===== src/rtl/pgf_pkg.sv =====
// Shared types and constants for the pair gravity force block.
// No dependencies; every other file in rtl imports this package.
package pgf_pkg;

   // Defaults for the top-level parameters
   localparam int PGF_POS_FRAC_BITS = 8;
   localparam int PGF_CELL_BITS     = 16;

   // Fixed field widths
   localparam int POS_W   = 20;
   localparam int CELL_W  = 16;
   localparam int G_W     = 24;
   localparam int OUT_W   = 32;
   localparam int MAG_W   = POS_W;
   localparam int SQR_W   = 2 * MAG_W;
   localparam int SQ_W    = SQR_W + 1;
   localparam int ROOT_W  = 21;
   localparam int PROD_W  = G_W + MAG_W;
   localparam int LO_W    = 21;
   localparam int HI_W    = SQ_W - LO_W;
   localparam int DEN_W   = SQ_W + ROOT_W;
   localparam int QUO_BITS = OUT_W + 1;

   localparam logic [G_W-1:0] G_RESET = 24'h01_0000;

   // Cycles from the accepting edge to the edge that takes the result
   localparam int PIPE_LAT = 3 + (ROOT_W + 2) + 2 + (QUO_BITS + 2) + 1;

   typedef struct packed {
      logic [POS_W-1:0]  first_x;
      logic [POS_W-1:0]  first_y;
      logic [POS_W-1:0]  second_x;
      logic [POS_W-1:0]  second_y;
      logic [CELL_W-1:0] first_cell;
      logic [CELL_W-1:0] second_cell;
   } pgf_req_type;

   typedef struct packed {
      logic signed [OUT_W-1:0] delta_ax;
      logic signed [OUT_W-1:0] delta_ay;
      logic                    applied;
      logic                    saturated;
   } pgf_rsp_type;

   // Sideband that rides along with an item through the root stages
   typedef struct packed {
      logic              applied;
      logic              neg_x;
      logic              neg_y;
      logic [PROD_W-1:0] num_x;
      logic [PROD_W-1:0] num_y;
   } pgf_ctl_type;

endpackage


===== src/rtl/pgf_sqrt.sv =====
// Pipelined integer square root, rounded to nearest, one result bit per stage.
// Depends on pgf_pkg for widths.
module pgf_sqrt import pgf_pkg::*; #(
   parameter int TAG_W = 1
) (
   input  logic              clock,
   input  logic              reset,
   input  logic              in_vld,
   input  logic [SQ_W-1:0]   in_s,
   input  logic [TAG_W-1:0]  in_tag,
   output logic              out_vld,
   output logic [ROOT_W-1:0] out_root,
   output logic [SQ_W-1:0]   out_s,
   output logic [TAG_W-1:0]  out_tag
);

   localparam int RES_W = SQ_W + 1;

   logic              vld_ff [0:ROOT_W];
   logic [RES_W-1:0]  res_ff [0:ROOT_W];
   logic [SQ_W-1:0]   rem_ff [0:ROOT_W];
   logic [SQ_W-1:0]   s_ff   [0:ROOT_W];
   logic [TAG_W-1:0]  tag_ff [0:ROOT_W];

   logic              out_vld_ff;
   logic [ROOT_W-1:0] root_ff;
   logic [SQ_W-1:0]   out_s_ff;
   logic [TAG_W-1:0]  out_tag_ff;
   logic [ROOT_W-1:0] root_in;

   // Load the remainder with the operand
   always_ff @(posedge clock) begin
      if (reset) begin
         vld_ff[0] <= 1'b0;
      end else begin
         vld_ff[0] <= in_vld;
      end
      res_ff[0] <= '0;
      rem_ff[0] <= in_s;
      s_ff[0]   <= in_s;
      tag_ff[0] <= in_tag;
   end

   // One root bit per stage, most significant first
   for (genvar k = 0; k < ROOT_W; k++) begin : g_stage
      localparam int SH = 2 * (ROOT_W - 1 - k);
      localparam logic [RES_W-1:0] BIT_C = RES_W'(1) << SH;
      logic [RES_W-1:0] trial;
      logic             ge;
      logic [RES_W-1:0] res_in;
      logic [SQ_W-1:0]  rem_in;

      always_comb begin
         trial  = res_ff[k] + BIT_C;
         ge     = RES_W'(rem_ff[k]) >= trial;
         res_in = ge ? ((res_ff[k] >> 1) + BIT_C) : (res_ff[k] >> 1);
         rem_in = ge ? SQ_W'(RES_W'(rem_ff[k]) - trial) : rem_ff[k];
      end

      always_ff @(posedge clock) begin
         if (reset) begin
            vld_ff[k+1] <= 1'b0;
         end else begin
            vld_ff[k+1] <= vld_ff[k];
         end
         res_ff[k+1] <= res_in;
         rem_ff[k+1] <= rem_in;
         s_ff[k+1]   <= s_ff[k];
         tag_ff[k+1] <= tag_ff[k];
      end
   end

   // Round up when the leftover exceeds the truncated root
   assign root_in = res_ff[ROOT_W][ROOT_W-1:0]
                  + ROOT_W'(RES_W'(rem_ff[ROOT_W]) > res_ff[ROOT_W]);

   always_ff @(posedge clock) begin
      if (reset) begin
         out_vld_ff <= 1'b0;
      end else begin
         out_vld_ff <= vld_ff[ROOT_W];
      end
      root_ff    <= root_in;
      out_s_ff   <= s_ff[ROOT_W];
      out_tag_ff <= tag_ff[ROOT_W];
   end

   assign out_vld  = out_vld_ff;
   assign out_root = root_ff;
   assign out_s    = out_s_ff;
   assign out_tag  = out_tag_ff;

endmodule


===== config.mk =====
export PLATFORM = sky130hd
export DESIGN_NAME = pgf_sqrt
export DESIGN_NICKNAME = d
export VERILOG_FILES = /design/src/rtl/pgf_pkg.sv /design/src/rtl/pgf_sqrt.sv
export SDC_FILE = /design/constraint.sdc
export NUM_CORES = 2
export LEC_CHECK = 0
export BUFFER_PORTS_ARGS = -buffer_cell sky130_fd_sc_hd__buf_4
export CAP_MARGIN = 30
export CORE_AREA = 8 8 302 421
export CTS_CLUSTER_DIAMETER = 100
export DETAILED_ROUTE_END_ITERATION = 10
export DIE_AREA = 0 0 310 429
export GPL_ROUTABILITY_DRIVEN = 0
export PLACE_DENSITY = 0.61
export REMOVE_ABC_BUFFERS = 1
export SYNTH_ARGS = -nofsm -noshare
export SYNTH_HDL_FRONTEND = slang
export SYNTH_SLANG_ARGS = --single-unit

===== constraint.sdc =====
create_clock -name clock -period 3.6 [get_ports clock]
set_input_delay 1.08 -clock clock [delete_from_list [all_inputs] [get_ports clock]]
set_output_delay 1.08 -clock clock [all_outputs]
set_load 0.005 [all_outputs]

==> qor.yml <==
worstSetupPathType: "reg2reg"
drive_above_1_share_pct: 10.2
vias: 33800
yosys-top-cells-area: "dfxtp_1, ha_1, xnor2_1"
fmax_mhz: 289
fin_ws_ns: 0.142
syn_area_um2: 53800
wl_mm: 111
startpoint_type: "register"
cts_made_buffers: 153
p_per_area_nw_per_um2: 849
grt_pass1_wl_mm: 173
cts_tree: "yes"
cp_cell_sequence: "inv_1, ha_1, or2_2, o311a_1, o41a_1, a211oi_1, o21ai_0, a311oi_1, nand3_1, nor3_1, xor2_1"
hold_slack_ns: 0.312
finClkSkew_ns: 0.0392
min_to: "tag_ff[9]"
clock-sinks: 1682
drt_iter0_drc: 1192
finalPower_mw: 53.0
wl_per_cell_um: 16.2
peakVddDrop_v: 0.000557
crit_slowest_cell: "a211oi_1"
hp-class: "reg2reg"
hold_viol_final: 0
port_buffers: 108
insertion_delay_ns: 0.78
relSlewSlack_pct: 42.0
yosys_warnings: 0
placed_area_um2: 57200
clock_path_buffers: 3
yosysMostFrequentCell: "dfxtp_1"
critPathMaxStageDelay_ns: 0.52
async_flop_share_pct: 0
synthCells: 4818
tightest_slew_ns: 0.862
initial_core_util_pct: 44.6
r2r_start: "res_ff[2][171]"
worst-endpoint-required_ns: 4.28
reg2reg_to: "rem_ff[2][241]"
yosys-top-cells-count: "dfxtp_1, nand2_1, inv_1"
hold_buffers: 0
synth_edf_count: 0
syn_to_final_growth_pct: 16.0
synth_seq_cells: 1682
overflow: 0
antenna_found_initial: 1
synth_top_area_cell: "dfxtp_1"
maxSlewViolCount: 0
synth_top_area_share_pct: 62.6
fp.dieW_um: 310
clk_pin_slew_ns: 0.06
first_pass_iters: 5
cp_max_fo: 4
fin_crit_sh_pct: 96.1
status: "finished, final reports clean"
routed_via_density: 4.94
grt_use_total_pct: 16.5
cts.repair.resized: 0
end_kind: "register"
path_delay_family: "compound AO/OA/AOI/OAI gates"
coreArea_um2: 121000
critPathBufInv: 1
ys_seq_area_share_pct: 62.6
grt_setup_unrepaired: "no"
place_ws_ns: 0.0853
post_cts_buffers: 0
layout.nets: 5433
ios: 109
worstHoldStart: "tag_ff[8]"
r2r_setup_slack_ns: 0.14
setup_viol: 0
dieArea_um2: 133000
rows: 151
syn_avg_cell_area_um2: 11.2
arrival_ns: 4.14
design_area_um2: 62400
grt_max_degree: 40
fp.dieH_um: 429
ant_nets: 0
drv_cap: 0
rr_worst_depth: 11
clockRootBuffer: "clkbuf_16"
p_leak_nw: 28.0
synth_cell_types: 88
period_minus_slack_ns: 3.46
hpwl_mm: 85.7
htreeDepth: 4
hold_depth: 0
synth-main-ff-cell: "dfxtp_1"
first_global_vias: 35400
drc_errors: 0
final cells by class:
cell class / count / area [um2]
flip-flops and latches: 1682 / 33700
fillers: 10700 / 58100
clock buffers: 218 / 4400
multi-input cells: 2738 / 18700
diodes: 1 / 2.50
inverters: 330 / 1240
well taps: 1606 / 2010
repair buffers: 209 / 1590
clock inverters: 63 / 838
worst max-delay path by stage:
stage	from	end	cells past startpoint
after CTS	res_ff[2][215]	out_root[15]	15
after global routing	res_ff[2][171]	rem_ff[2][241]	11
after detailed placement	res_ff[2][215]	out_root[13]	15
after floorplan	res_ff[1][226]	rem_ff[1][285]	11
final	res_ff[2][171]	rem_ff[2][241]	11
after global placement	res_ff[1][150]	rem_ff[1][197]	10
power by group:
group / leakage, nW / switching, mW / internal, mW / total (mW)
clock: 2.57 / 6.95 / 9.44 / 16.4
sequential: 14.1 / 2.31 / 22.0 / 24.3
combinational: 11.3 / 6.78 / 5.53 / 12.3
logic make-up after synthesis:
family,count (synthesis),share of synthesized area (%)
flip-flops,1682,62.6
AND/OR/NAND/NOR,1277,12.2
AO/OA/AOI/OAI,766,9.06
buffers and inverters,398,2.82
XOR/XNOR,383,6.23
adder cells (fa/ha/maj),274,6.39
multiplexers,37,0.749
other,1,0.00697
layer usage:
metal  part of all wire (%)  track usage, %  vias up
met5                      0               0        -
met4                    7.0            11.2        0
met3                    3.0            3.16      378
met2                     60            35.9      626
met1                     30            11.8    15700
li1                       -               -    17100
cell usage in the layout, fill, tap and decap left out, drive strengths merged, types with 12 or more instances in the layout:
cell,count
and2,17
or2,21
nand2b,56
o21ai,236
buf,209
or3,28
or4,21
xor2,172
dfxtp,1682
a21boi,17
nor2b,64
clkinv,41
clkbuf,218
nand4,66
nor2,232
inv,337
nor4,129
nand3b,15
nand2,343
nor4b,19
a21oi,182
o21bai,12
nand3,71
a31oi,19
o21a,47
o31ai,39
ha,273
xnor2,211
mux2,26
and3,20
a21o,93
a211oi,22
a2111oi,14
nor3,131
flip-flops by register name, summed over array words and instances (netlist names):
signal    flops
res_ff      231
out_vld       1
rem_ff      720
out_root     21
vld_ff       22
tag_ff       22
out_tag       1
s_ff        623
out_s        41
through the flow:
| stage | std cells | util (%) | setup TNS, ns |
|---|---|---|---|
| 3_3_place_gp | 6563 | 47.4 | 0 |
| 4_1_cts | 6846 | 51.8 | 0 |
| 6_report | 6847 | 51.8 | 0 |
| 5_1_grt | 6846 | 51.8 | 0 |
| 3_5_place_dp | 6565 | 47.4 | 0 |
| 2_1_floorplan | 4750 | - | -44.55 |
Power figures use the tool's default switching activity.
